<file path="config.mk">
export PLATFORM = sky130hd
export DESIGN_NAME = prsq_ready_cell
export DESIGN_NICKNAME = d
export VERILOG_FILES = /design/src/prsq_pkg.sv /design/src/prsq_ready_cell.sv
export SDC_FILE = /design/constraint.sdc
export NUM_CORES = 1
export LEC_CHECK = 0
export BUFFER_PORTS_ARGS = -buffer_cell sky130_fd_sc_hd__buf_4
export CAP_MARGIN = 25
export CORE_MARGIN = 2
export CORE_UTILIZATION = 39
export DETAILED_ROUTE_END_ITERATION = 16
export PLACE_DENSITY = 0.76
export SYNTH_ARGS = -nofsm -noshare
export SYNTH_HDL_FRONTEND = slang
export SYNTH_SLANG_ARGS = --single-unit
</file>
<file path="constraint.sdc">
create_clock -name clk_i -period 3 [get_ports clk_i]
set_input_delay 0.9 -clock clk_i [delete_from_list [all_inputs] [get_ports clk_i]]
set_output_delay 0.9 -clock clk_i [all_outputs]
set_load 0.02 [all_outputs]
</file>
<file path="src/prsq_pkg.sv">
package prsq_pkg;

  localparam int MaxThreads   = 64;
  localparam int PriorityBits = 6;
  localparam int IdBits       = 6;
  localparam int TickBits     = 63;
  localparam int CountBits    = $clog2(MaxThreads + 1);
  localparam int IdxBits      = $clog2(MaxThreads);

  localparam logic [7:0]          SliceReset = 8'd4;
  localparam logic [7:0]          SliceLimit = 8'd255;
  localparam logic [TickBits-1:0] TickMax    = {TickBits{1'b1}};

  typedef enum logic [1:0] {
    CMD_MAKE_READY = 2'd0,
    CMD_SLEEP      = 2'd1,
    CMD_TICK       = 2'd2,
    CMD_DISPATCH   = 2'd3
  } cmd_e;

  typedef enum logic [2:0] {
    ST_IDLE,
    ST_SCAN,
    ST_DONE
  } state_e;

  typedef struct packed {
    logic [IdBits-1:0]       id;
    logic [PriorityBits-1:0] prio;
  } entry_t;

  // Control from the sequencer to the ready-queue cells
  typedef struct packed {
    logic   ins;   // ordered insert of ent
    logic   pop;   // shift toward the head
    entry_t ent;
  } rq_ctrl_t;

  // Control to the sleep cells
  typedef struct packed {
    logic                ins;    // append at position cnt
    logic                step;   // one scan step: rotate and keep or drop head
    logic                keep;   // head is kept (written back at slot cnt)
    logic [CountBits-1:0] cnt;
    logic [TickBits-1:0] tick;
    entry_t              ent;
  } sl_ctrl_t;

endpackage

</file>
<file path="src/prsq_ready_cell.sv">
// One slot of the ordered ready queue. Insert: a cell takes the new entry
// when it is the first slot whose entry has lower priority (or is empty),
// and every later slot takes its left neighbor.
module prsq_ready_cell
  import prsq_pkg::*;
(
  input  logic     clk_i,
  input  logic     rst_ni,
  input  rq_ctrl_t ctrl_i,
  input  entry_t   left_i,
  input  logic     left_shift_i,   // a slot to the left has taken the insert
  input  logic     left_valid_i,
  input  entry_t   right_i,
  input  logic     right_valid_i,
  output entry_t   ent_o,
  output logic     valid_o,
  output logic     shift_o
);

  entry_t ent_q, ent_d;
  logic   valid_q, valid_d;
  logic   here;

  // Insert lands here if no earlier slot shifted and this slot loses
  assign here    = !left_shift_i && left_valid_i &&
                   (!valid_q || ent_q.prio < ctrl_i.ent.prio);
  assign shift_o = left_shift_i || here;

  always_comb begin
    ent_d   = ent_q;
    valid_d = valid_q;
    if (ctrl_i.ins) begin
      if (left_shift_i) begin
        ent_d   = left_i;
        valid_d = left_valid_i && valid_q ? 1'b1 : valid_q | left_valid_i;
      end else if (here) begin
        ent_d   = ctrl_i.ent;
        valid_d = 1'b1;
      end
    end else if (ctrl_i.pop) begin
      ent_d   = right_i;
      valid_d = right_valid_i;
    end
  end

  always_ff @(posedge clk_i or negedge rst_ni) begin
    if (!rst_ni) begin
      valid_q <= 1'b0;
    end else begin
      valid_q <= valid_d;
    end
  end

  always_ff @(posedge clk_i) begin
    ent_q <= ent_d;
  end

  assign ent_o   = ent_q;
  assign valid_o = valid_q;

endmodule

</file>
==> metrics list <==
- The floorplan has 16 rows.
- For flop-to-flop paths, the worst setup slack is 1.09 ns.
* Cells after Synth: 80
* Total clock buffers created by CTS: 3
- The root buffer cell chosen for the clock tree is sky130_fd_sc_hd__clkbuf_4.
- Clock latency on the worst-skew pair, taken at its later pin, is 0.28 ns.
- After clock tree synthesis, the setup repair step added 0 buffers.
* Max cap viols: 0
* Largest net degree at the start of global routing: 29
- Final Wtd Congestion: approximately 0.7
- VDD sags by at most 0.281 mV.
- Total DRC errors in the routed layout: 0
- Post-Route Skew: between 0.004 and 0.005 ns
- Most frequent standard cell in the layout excluding fill and tap cells: sky130_fd_sc_hd__buf_4
- Setup violation total in the final timing report: 0
- The final count of pins violating max slew was 0.
* H-tree lvl count: 1
- Area occupied by registers: 385 um^2
* Post-placement worst setup slack: 0.0803 ns
* Initial DRC count: 14
- Largest fanout of any net on the critical path: 2
* Width of the chip: between 40 and 50 um
- GRT Total Usage: 17.9%
- Synth top area share: roughly 44%
- Mean area per synthesized cell: roughly 10 um^2
* Num ports: 57
- Yosys printed 0 warnings.
- From bottom edge to top edge, the die measures 49.9 um.
- Total via count after detailed routing: 779
- Once placement finished, the instance area stood at 1250 um^2.
* Syn-to-layout area delta: 55.8%
* Critical register-to-register path startpoint: ent_o[3]
- At the worst endpoint, the required time is between 2 and 2.5 ns.
* Worst Tran Pin Value: between 0.3 and 0.4 ns
- Maximum clock insertion buffer count: 2
* Clk pin slew, worst setup/hold paths: 0.08 ns
- Of all cell types, the one taking the most synthesized area is sky130_fd_sc_hd__edfxtp_1.
* Via count of the first global-routing pass: 763
- Starting density of the core: 41.5%
* Setup ws final: 0.0795 ns
* First-pass DRT Iterations: 4
- Leading register cell type out of synthesis: sky130_fd_sc_hd__edfxtp_1
- TritonCTS clock tree: yes
- Endpoint class of the critical path: output pin
- Routed Antenna Nets: 0
- In the final routed layout, each cell accounts on average for 11.9 um.
- The finished layout holds 163 standard cells, fillers aside.
* Leakage component of the power: 0.000634 uW
- Counting flops with a built-in enable in the synthesized netlist gives 12.
* TritonCTS Sinks: 13
- After routing the design area is 1280 um^2.
- Via density per instance: 4.78
- The number of antenna violations at the first check in global routing came to 0.
- Counting cells, the worst reg-to-reg path comes to 6.
- TNS Setup: 0 ns
* Sum of net half-perimeters after detailed placement: 1510 um
* Share of the yosys chip area belonging to registers: 46.8%
* Number of nets in the synthesized netlist: 128
- Once placement completed, the tool counted placed cells totaling 159.
- After synthesis, the share of flip-flops with an asynchronous set or reset is 7.69%.
- Commonest non-fill, non-tap cells in the layout: sky130_fd_sc_hd__buf_4, sky130_fd_sc_hd__nor2_1, sky130_fd_sc_hd__a21oi_1
- Final Critical Period: 2.92 ns
- Outcome: finished, final reports clean
* Terminus of the critical flop-to-flop path: ent_o[7]
- The core region is 1980 um^2.
- Peak clock frequency supported by timing: 342 MHz
- The number of endpoints with negative hold slack in the final report was 0.
- Die outline area: 2490 um^2
* Wire length after detailed routing: 1940 um
- Power density over cell area: 392 nW/um^2
* Final layout net count: 185
* Cell types with the largest area share after synthesis: sky130_fd_sc_hd__edfxtp_1, sky130_fd_sc_hd__mux2i_1, sky130_fd_sc_hd__a21oi_1, sky130_fd_sc_hd__ha_1, sky130_fd_sc_hd__nor2_1
- The number of antenna diodes in the final layout is 0.
- Measured against its own limit, the worst slew margin works out to just under 80%.
* Flop and latch count out of synthesis: 13
- Distinct cell type count after synthesis: 20
- The first global-routing pass estimated 3340 um of wire.
* Overall overflow remaining after global route: 0
* Ratio of final minimum period to clock period: 97.3%
- By startpoint and endpoint, the worst setup path is classified as primary input to output pin.
- Setup repair after global routing missed its margin: false
- Layout cell share with drive strength beyond 1: 46.3%
- The cell area that synthesis handed to floorplanning was 823 um^2.
- Multi-input gate area in the final layout: between 300 and 400 um^2
* Startpoint type of the worst setup path: primary input
- Class of the tightest hold or removal check: primary input to async pin
- Number of filler instances in the final layout: 180
- Buffers placed on the I/O ports in this run total 56.
- Data on the critical path arrives at its endpoint at 2.02 ns.
- Smallest hold slack: 0.382 ns
logic make-up after synthesis:
kind of cell    synth area share [%]
flops                           46.8
compound gates                  13.2
buf+inv                         6.84
simple gates                    10.9
mux                             14.6
fa+ha+maj                       7.60
final cells by class:
type | instances | share of cell area [%]
inverters | 6 | 1.76
repair buffers | 57 | 33.4
clock inverters | 1 | 0.390
multi-input cells | 56 | 30.0
flip-flops and latches | 13 | 30.0
well taps | 27 | 2.63
clock buffers | 3 | 1.76
registers in the layout, indices dropped and copies added, names as in the netlist:
| register | flops |
|---|---|
| ent_o | 12 |
| valid_o | 1 |
critical path: stages:
cell	delay [ns]
sky130_fd_sc_hd__buf_4	0.08
sky130_fd_sc_hd__inv_1	0.03
sky130_fd_sc_hd__ha_1	0.30
sky130_fd_sc_hd__nand3_2	0.08
sky130_fd_sc_hd__o311ai_1	0.36
sky130_fd_sc_hd__nand2_1	0.09
sky130_fd_sc_hd__buf_4	0.16
Yosys cell counts (2+ instances only):
cell and n:
sky130_fd_sc_hd__inv_1 6, sky130_fd_sc_hd__mux2i_1 12, sky130_fd_sc_hd__nand2_1 2, sky130_fd_sc_hd__edfxtp_1 12
sky130_fd_sc_hd__ha_1 5, sky130_fd_sc_hd__buf_2 3, sky130_fd_sc_hd__nor2_1 14, sky130_fd_sc_hd__a21oi_1 14
routing by layer:
metal | track usage [%] | up-vias | routed length (um)
li1 | - | 399 | -
met1 | 20.7 | 350 | 757
met2 | 30.9 | 28 | 1040
met3 | 3.33 | 2 | 116
met4 | 9.72 | 0 | 23
met5 | 0 | - | 0
power by group:
part | total (uW) | internal, uW | leakage (uW) | switching (uW)
Sequential | 230 | 221 | 0.000128 | 9.29
Clock | 110 | 49.4 | 0.0000177 | 60.3
Combinational | 163 | 86.7 | 0.000488 | 76.0
Total | 503 | 357 | 0.000634 | 146
per-stage QoR:
step / power (uW) / utilization, %
6_report: 503 / 64.7
5_1_grt: 535 / 64.7
4_1_cts: 511 / 64.5
3_5_place_dp: 398 / 63.1
3_3_place_gp: 393 / 63.1
2_1_floorplan: 316 / -
worst max path at each step:
stage,startpoint,cells past startpoint,endpoint
floorplan,ctrl_i[5],6,ent_o[0]
global placement,ctrl_i[5],7,shift_o
detailed placement,ctrl_i[5],7,shift_o
CTS,ctrl_i[5],7,shift_o
global route,ctrl_i[5],7,shift_o
finish,ctrl_i[5],7,shift_o
timing repair:
item,CTS,global route
setup endpoints to repair,0,1
gates resized for setup,0,1
hold buffers,0,0
Note: power is estimated with default switching activity, not from simulation.
