`src/prsq_pkg.sv`:
```
package prsq_pkg;

  localparam int MaxThreads   = 64;
  localparam int PriorityBits = 6;
  localparam int IdBits       = 6;
  localparam int TickBits     = 63;
  localparam int CountBits    = $clog2(MaxThreads + 1);
  localparam int IdxBits      = $clog2(MaxThreads);

  localparam logic [7:0]          SliceReset = 8'd4;
  localparam logic [7:0]          SliceLimit = 8'd255;
  localparam logic [TickBits-1:0] TickMax    = {TickBits{1'b1}};

  typedef enum logic [1:0] {
    CMD_MAKE_READY = 2'd0,
    CMD_SLEEP      = 2'd1,
    CMD_TICK       = 2'd2,
    CMD_DISPATCH   = 2'd3
  } cmd_e;

  typedef enum logic [2:0] {
    ST_IDLE,
    ST_SCAN,
    ST_DONE
  } state_e;

  typedef struct packed {
    logic [IdBits-1:0]       id;
    logic [PriorityBits-1:0] prio;
  } entry_t;

  // Control from the sequencer to the ready-queue cells
  typedef struct packed {
    logic   ins;   // ordered insert of ent
    logic   pop;   // shift toward the head
    entry_t ent;
  } rq_ctrl_t;

  // Control to the sleep cells
  typedef struct packed {
    logic                ins;    // append at position cnt
    logic                step;   // one scan step: rotate and keep or drop head
    logic                keep;   // head is kept (written back at slot cnt)
    logic [CountBits-1:0] cnt;
    logic [TickBits-1:0] tick;
    entry_t              ent;
  } sl_ctrl_t;

endpackage

```
`src/prsq_sleep_cell.sv`:
```
// One slot of the sleep table. A scan step shifts the row one slot toward
// the head. A kept head entry is written back at the slot given by ctrl cnt,
// which is the slot that reaches the next packed position when the pass ends.
module prsq_sleep_cell
  import prsq_pkg::*;
(
  input  logic                clk_i,
  input  sl_ctrl_t            ctrl_i,
  input  logic [IdxBits-1:0]  pos_i,
  input  logic [TickBits-1:0] right_tick_i,
  input  entry_t              right_ent_i,
  input  logic [TickBits-1:0] head_tick_i,
  input  entry_t              head_ent_i,
  output logic [TickBits-1:0] tick_o,
  output entry_t              ent_o
);

  logic [TickBits-1:0] tick_q, tick_d;
  entry_t              ent_q, ent_d;

  always_comb begin
    tick_d = tick_q;
    ent_d  = ent_q;
    if (ctrl_i.ins && ctrl_i.cnt[IdxBits-1:0] == pos_i) begin
      tick_d = ctrl_i.tick;
      ent_d  = ctrl_i.ent;
    end else if (ctrl_i.step) begin
      if (ctrl_i.keep && ctrl_i.cnt[IdxBits-1:0] == pos_i) begin
        tick_d = head_tick_i;
        ent_d  = head_ent_i;
      end else begin
        tick_d = right_tick_i;
        ent_d  = right_ent_i;
      end
    end
  end

  always_ff @(posedge clk_i) begin
    tick_q <= tick_d;
    ent_q  <= ent_d;
  end

  assign tick_o = tick_q;
  assign ent_o  = ent_q;

endmodule

```
`config.mk`:
```
export PLATFORM = sky130hd
export DESIGN_NAME = prsq_sleep_cell
export DESIGN_NICKNAME = d
export VERILOG_FILES = /design/src/prsq_pkg.sv /design/src/prsq_sleep_cell.sv
export SDC_FILE = /design/constraint.sdc
export NUM_CORES = 1
export LEC_CHECK = 0
export BUFFER_PORTS_ARGS = -buffer_cell sky130_fd_sc_hd__buf_2
export CAP_MARGIN = 10
export CORE_MARGIN = 8
export CORE_UTILIZATION = 40
export CTS_BUF_LIST = sky130_fd_sc_hd__clkbuf_4 sky130_fd_sc_hd__clkbuf_8
export DETAILED_ROUTE_END_ITERATION = 8
export GPL_ROUTABILITY_DRIVEN = 0
export GPL_TIMING_DRIVEN = 0
export PLACE_DENSITY = 0.8
export SYNTH_ARGS = -nofsm -noshare
export SYNTH_HDL_FRONTEND = slang
export SYNTH_SLANG_ARGS = --single-unit
```
`constraint.sdc`:
```
create_clock -name clk_i -period 5 [get_ports clk_i]
set_clock_uncertainty 0.05 [all_clocks]
set_input_delay 0.25 -clock clk_i [delete_from_list [all_inputs] [get_ports clk_i]]
set_output_delay 0.25 -clock clk_i [all_outputs]
set_load 0.02 [all_outputs]
```
==> flow_summary.toml, run 1 <==
[place]
dp.cells = 1019
port_buffers = 314
dp_worst_setup_slack_ns = 2.44
hpwl_um = 16400

[clock_network]
cts_root_buffer = "clkbuf_8"
htreeDepth = 3
post_cts_buffers = 0
cts_buffer_depth = 2
cts_hold_buffers = 0
numCtsBuffers = 9
postCtsResizedCells = 0
cts_tree = "built"
numClockSinks = 75
cts.reportedPaths.clkPinSlew_ns = 0.08

[cells_and_area]
area_growth_syn_to_layout_pct = 39.2
finalNetCount = 1096
drive_gt1_share_pct = 46.4
diodes = 0
n_fill_cell = 1191
stdcell_count = 1035
utilization_pct = 56.8

[timing]
max_freq_mhz = 459
finalSetupViolCount = 0
tightest_slew_ns = 0.804
rsz0062_at_grt = "false"
finalMaxSlewViolations = 0
worst_slack_ns = 2.82
tns_ns = 0
post-route-min-period_ns = 2.18
max_slew_margin_pct = 46.4
hold_viol = 0
fin_crit_sh_pct = 43.6

[synth]
synth_top_flop_cell = "edfxtp_1"
ys_ff_latch = 75
synthDominantAreaCellType = "edfxtp_1"
yosys_warnings = 0
ys_top_cells_by_count = "75 x edfxtp_1, 75 x inv_1, 74 x nand2b_1, 74 x nor3_1, 74 x o32ai_1"
yosysSeqAreaShare_pct = 41.9
synth_cell_type_count = 23
yosys.area.top_type_share_pct = 41.9
syn-num-nets = 769
syn-cell-area_um2 = 5380
synth-edff-count = 75
synthArstFlopShare_pct = 0
postSynthAreaPerCell_um2 = 10.2
synth_cells = 527
synth_area_leaders = "edfxtp_1 42%, a221oi_2 14%, o32ai_1 12%, nand2b_1 8.6%, nor3_1 6.9%"

[global_route]
grt_pass1_vias = 6052
grt.overflow.total = 0
track_usage_pct = 23.5
grt_pass1_wl_um = 32800
grt_max_degree = 33
antenna_found_initial = 1

[detailed_routing]
num_vias = 5881
wl_per_cell_um = 20.7
via_per_inst = 5.68
drtAntennaViolNets = 0
drcViolationCount = 0
first_iter_violations = 464
first_pass_iters = 7
drt-total-wl_um = 21400

[setup_path]
crit_start = "ctrl_i[77]"
critPathMaxFanout = 32
worstPathArrival_ns = 2.18
cp-endpoint = "tick_o[21]"
critPathCaptureType = "flop"
crit_required_ns = 5.00
worstSetupStartpointType = "primary input"
critical_path_class = "primary input to flop"

[pwr]
power.leakage_nw = 3.11
peakVddDrop_mv = 0.107
power_density_nw_per_um2 = 258

[floorplan]
initial_core_util_pct = 40.8
core_area_um2 = 13200
die_h_um = 132
dieWidth_um = 132
die-area_um2 = 17400
rows = 42
ios = 317

[hold_path]
hold_path.class = "primary input to flop"

[run]
drv_cap = 0

[run_status]
status = "finished clean"
[kinds of logic (layout without fill, tap and decap cells)]
family          Yosys count  after routing  synth area share, %
compound gates          152            152                 30.3
xor+xnor                  6              6                0.977
buf+inv                 139            471                 10.7
flops                    75             75                 41.9
simple gates            155            155                 16.2
[final cells by class]
type                    instances  area, µm²  share of cell area [%]
plain buffers                  64        295                    3.94
clock buffers                  11        139                    1.85
clock inverters                 5        125                    1.67
inverters                      75        282                    3.76
multi-input cells             313       2560                    34.2
flip-flops and latches         75       2250                    30.1
well taps                     176        220                    2.94
repair buffers                316       1610                    21.5
[how the worst min path moves through the flow]
stage                          start    endpoint  slack [ns]  cells past startpoint
CTS                 right_tick_i[61]  tick_o[61]        0.12                      3
global placement    right_tick_i[61]  tick_o[61]        0.51                      3
detailed placement  right_tick_i[61]  tick_o[61]        0.52                      3
floorplan           right_tick_i[61]  tick_o[61]        0.40                      2
finish              right_tick_i[61]  tick_o[61]        0.15                      3
global route        right_tick_i[61]  tick_o[61]        0.14                      3
[registers in the layout (all words and copies together), names as in the netlist]
register	cells
tick_o	63
ent_o	12
[power by group]
part           switching, W  internal (W)
Sequential        0.0000145      0.000762
Clock              0.000243      0.000393
Combinational      0.000312      0.000203
[stage by stage]
| step | total power, W | area (µm²) | hold slack [ns] |
|---|---|---|---|
| final | 0.00193 | 7490 | 0.146 |
| after global routing | 0.00200 | 7490 | 0.144 |
| after CTS | 0.00193 | 7490 | 0.120 |
| after detailed placement | 0.00130 | 7220 | 0.515 |
| after global placement | 0.00129 | 7180 | 0.508 |
| after floorplan | 0.00108 | 5380 | 0.403 |
[worst max-delay path: stages]
cell      delay [ns]
buf_2           0.11
xnor2_1         0.18
nand4_1         0.20
buf_2           0.27
buf_1           0.29
o21bai_4        0.55
buf_12          0.28
[placed cells by master, fill, tap and decap left out, types with 6 or more instances in the layout]
cell type  count
clkbuf_1      46
clkbuf_8       9
a221oi_2      49
inv_1         75
nand2b_1      74
o32ai_1       74
edfxtp_1      75
xnor2_1        6
nor3_1        74
buf_2        325
a221oi_1      25
[layer usage]
layer	track usage [%]	wire (µm)	vias up	part of all wire, %
met5	0	13	-	0.061
met4	9.25	545	2	2.5
met3	7.28	2020	45	9.4
met2	39.5	10400	358	48
met1	27.4	8470	2752	39
li1	-	-	2724	-
No activity file was read; power rests on OpenSTA's default activity.
==> inputs of run 2 (changes only) <==
--- a/config.mk
+++ b/config.mk
@@ -5,6 +5,7 @@
 export SDC_FILE = /design/constraint.sdc
 export NUM_CORES = 1
 export LEC_CHECK = 0
+export ABC_AREA = 1
 export BUFFER_PORTS_ARGS = -buffer_cell sky130_fd_sc_hd__buf_2
 export CAP_MARGIN = 10
 export CORE_MARGIN = 8
==> constraint.sdc (replaced) <==
create_clock -name clk_i -period 2.3 [get_ports clk_i]
set_clock_uncertainty 0.05 [all_clocks]
set_input_delay 0.115 -clock clk_i [delete_from_list [all_inputs] [get_ports clk_i]]
set_output_delay 0.115 -clock clk_i [all_outputs]
set_load 0.02 [all_outputs]
==> flow_summary.toml, run 2 <==
[global_route]
grt_max_degree = 43
grt_pass1_wl_um = 31000
track_usage_pct = 24.5
use_met2_pct = 42.7
grt_pass1_vias = 5980
grtUsageMet3_pct = 8.35
antenna_found_initial = 1
busiest_layer = "met2"
grt.overflow.total = 0
use_met1_pct = 25.9

[synth]
syn-cell-area_um2 = 4840
synthArstFlopShare_pct = 0
synth-edff-count = 75
yosys.area.top_type_share_pct = 46.5
synthDominantAreaCellType = "edfxtp_1"
yosysMostFrequentCell = "nand2_1"
postSynthAreaPerCell_um2 = 7.26
synth_area_leaders = "edfxtp_1 47%, nand2_1 18%, inv_1 12%, nand4_1 9.7%, nand3_1 7.9%"
ys_ff_latch = 75
syn-num-nets = 908
ys_top_cells_by_count = "230 x nand2_1, 152 x inv_1, 76 x nand3_1"
synth_cells = 666
yosys_warnings = 0
yosysSeqAreaShare_pct = 46.5
synth_cell_type_count = 16
synth_top_flop_cell = "edfxtp_1"

[detailed_routing]
num_vias = 5958
first_iter_violations = 428
first_pass_iters = 5
drcViolationCount = 0
drtAntennaViolNets = 0
via_per_inst = 4.92
drt-total-wl_um = 20200
wl_per_cell_um = 16.7

[setup_path]
crit_chain = "buf_2 -> xor2_1 -> nor2_2 -> nand3_2 -> inv_2 -> buf_4 -> or2_4 -> buf_12"
crit_required_ns = 2.28
worstSetupStartpointType = "primary input"
worstPathArrival_ns = 1.94
critPathMaxFanout = 42
critPathCaptureType = "flop"
crit_slowest_cell = "or2_4"
critical_path_class = "primary input to flop"
critPathMaxStageDelay_ns = 0.48

[pwr]
power.leakage_nw = 4.29
power_density_nw_per_um2 = 512
peakVddDrop_mv = 0.350

[place]
port_buffers = 315
hpwl_um = 14300
dp.cells = 1129

[floorplan]
die-area_um2 = 15900
dieWidth_um = 126
ios = 317
die_h_um = 126
rows = 40
initial_core_util_pct = 40.6
core_area_um2 = 11900

[clock_network]
cts_buffer_depth = 2
post_cts_buffers = 0
numCtsBuffers = 9
numClockSinks = 75
cts_tree = "built"
cts_root_buffer = "clkbuf_8"
htreeDepth = 3
cts.reportedPaths.clkPinSlew_ns = 0.08

[hold_path]
hold_path_end = "ent_o[10]"
hold_path.class = "primary input to flop"
whs_path_depth = 3
hp-start = "ctrl_i[10]"

[timing]
tightest_slew_ns = 0.763
max_freq_mhz = 510
finalMaxSlewViolations = 0
rsz0062_at_grt = "false"
post-route-min-period_ns = 1.96
finalSetupViolCount = 0
holdWs_ns = 0.0141
fin_crit_sh_pct = 85.3
max_slew_margin_pct = 49.1
hold_viol = 0

[cells_and_area]
drive_gt1_share_pct = 34.5
stdcell_count = 1211
largest_reg_flops = 63
area_growth_syn_to_layout_pct = 55.2
finalNetCount = 1300
final_common_cell = "buf_2"
mostFrequentLayoutCells = "345 x buf_2, 230 x nand2_1, 152 x inv_1"

[run_status]
status = "finished clean"

[run]
drv_cap = 0
[run 2: changes by cell type in the layout (fill, tap and decap cells not counted), moves of 31 or more]
| cell | previous run | this run |
|---|---|---|
| a221oi_2 | 49 | 0 |
| clkbuf_1 | 46 | 15 |
| dlygate4sd3_1 | 0 | 65 |
| inv_1 | 75 | 152 |
| nand2_1 | 1 | 230 |
| nand2b_1 | 74 | 0 |
| nand3_1 | 1 | 76 |
| nand4_1 | 2 | 75 |
| nor3_1 | 74 | 0 |
| o32ai_1 | 74 | 0 |
[run 2: per-stage QoR]
step	instance area [µm²]	setup WS (ns)	utilization, %	total power, W	TNS, ns
2_1_floorplan	4840	0.0925	-	0.00213	0
3_3_place_gp	6600	-0.692	55.4	0.00252	-51.51
3_5_place_dp	6620	-0.0465	55.6	0.00253	-1.79
4_1_cts	7510	0.335	63.0	0.00385	0
5_1_grt	7510	0.223	63.0	0.00401	0
6_report	7510	0.338	63.0	0.00384	0
[run 2: worst max-delay path: cells and delay by family]
kind,cells,cell delay (ns)
xor+xnor,1,0.17
buf+inv,4,0.72
simple gates,3,0.90
[run 2: how the worst max path moves through the flow]
stage	start	end	slack [ns]	depth (start not counted)
after floorplan	pos_i[0]	ent_o[0]	0.09	7
after global placement	pos_i[2]	tick_o[10]	-0.69	7
after detailed placement	pos_i[2]	tick_o[8]	-0.05	8
after CTS	pos_i[2]	tick_o[62]	0.34	8
after global routing	pos_i[0]	tick_o[10]	0.22	9
final	pos_i[2]	tick_o[10]	0.34	8
[run 2: cell type report]
class | instances | area, µm²
repair buffers | 381 | 2250
plain buffers | 48 | 221
multi-input cells | 390 | 1790
flip-flops and latches | 75 | 2250
clock buffers | 10 | 131
diodes | 1 | 2.50
well taps | 147 | 184
fillers | 1026 | 4400
inverters | 153 | 574
clock inverters | 6 | 104
[run 2: power breakdown]
group / total, W / switching [W] / internal [W]
Clock: 0.00123 / 0.000507 / 0.000727
Sequential: 0.00168 / 0.0000317 / 0.00164
Combinational: 0.000934 / 0.000541 / 0.000393
[run 2: timing repair]
action                                 CTS  global route
hold buffers                            65             0
resized for setup                        0             0
endpoints found under the hold margin   65             0
[run 2: layer usage]
metal / part of all wire (%) / routed length (µm) / up-vias
met5: 0 / 0 / -
met4: 3.7 / 750 / 0
met1: 35 / 7170 / 2634
met2: 49 / 9970 / 371
li1: - / - / 2895
met3: 11 / 2320 / 58
[run 2: cell families after synthesis]
kind of cell | after synthesis | synth area share [%]
AND/OR/NAND/NOR | 385 | 36.1
buffers and inverters | 201 | 16.4
flip-flops | 75 | 46.5
XOR/XNOR | 5 | 0.905
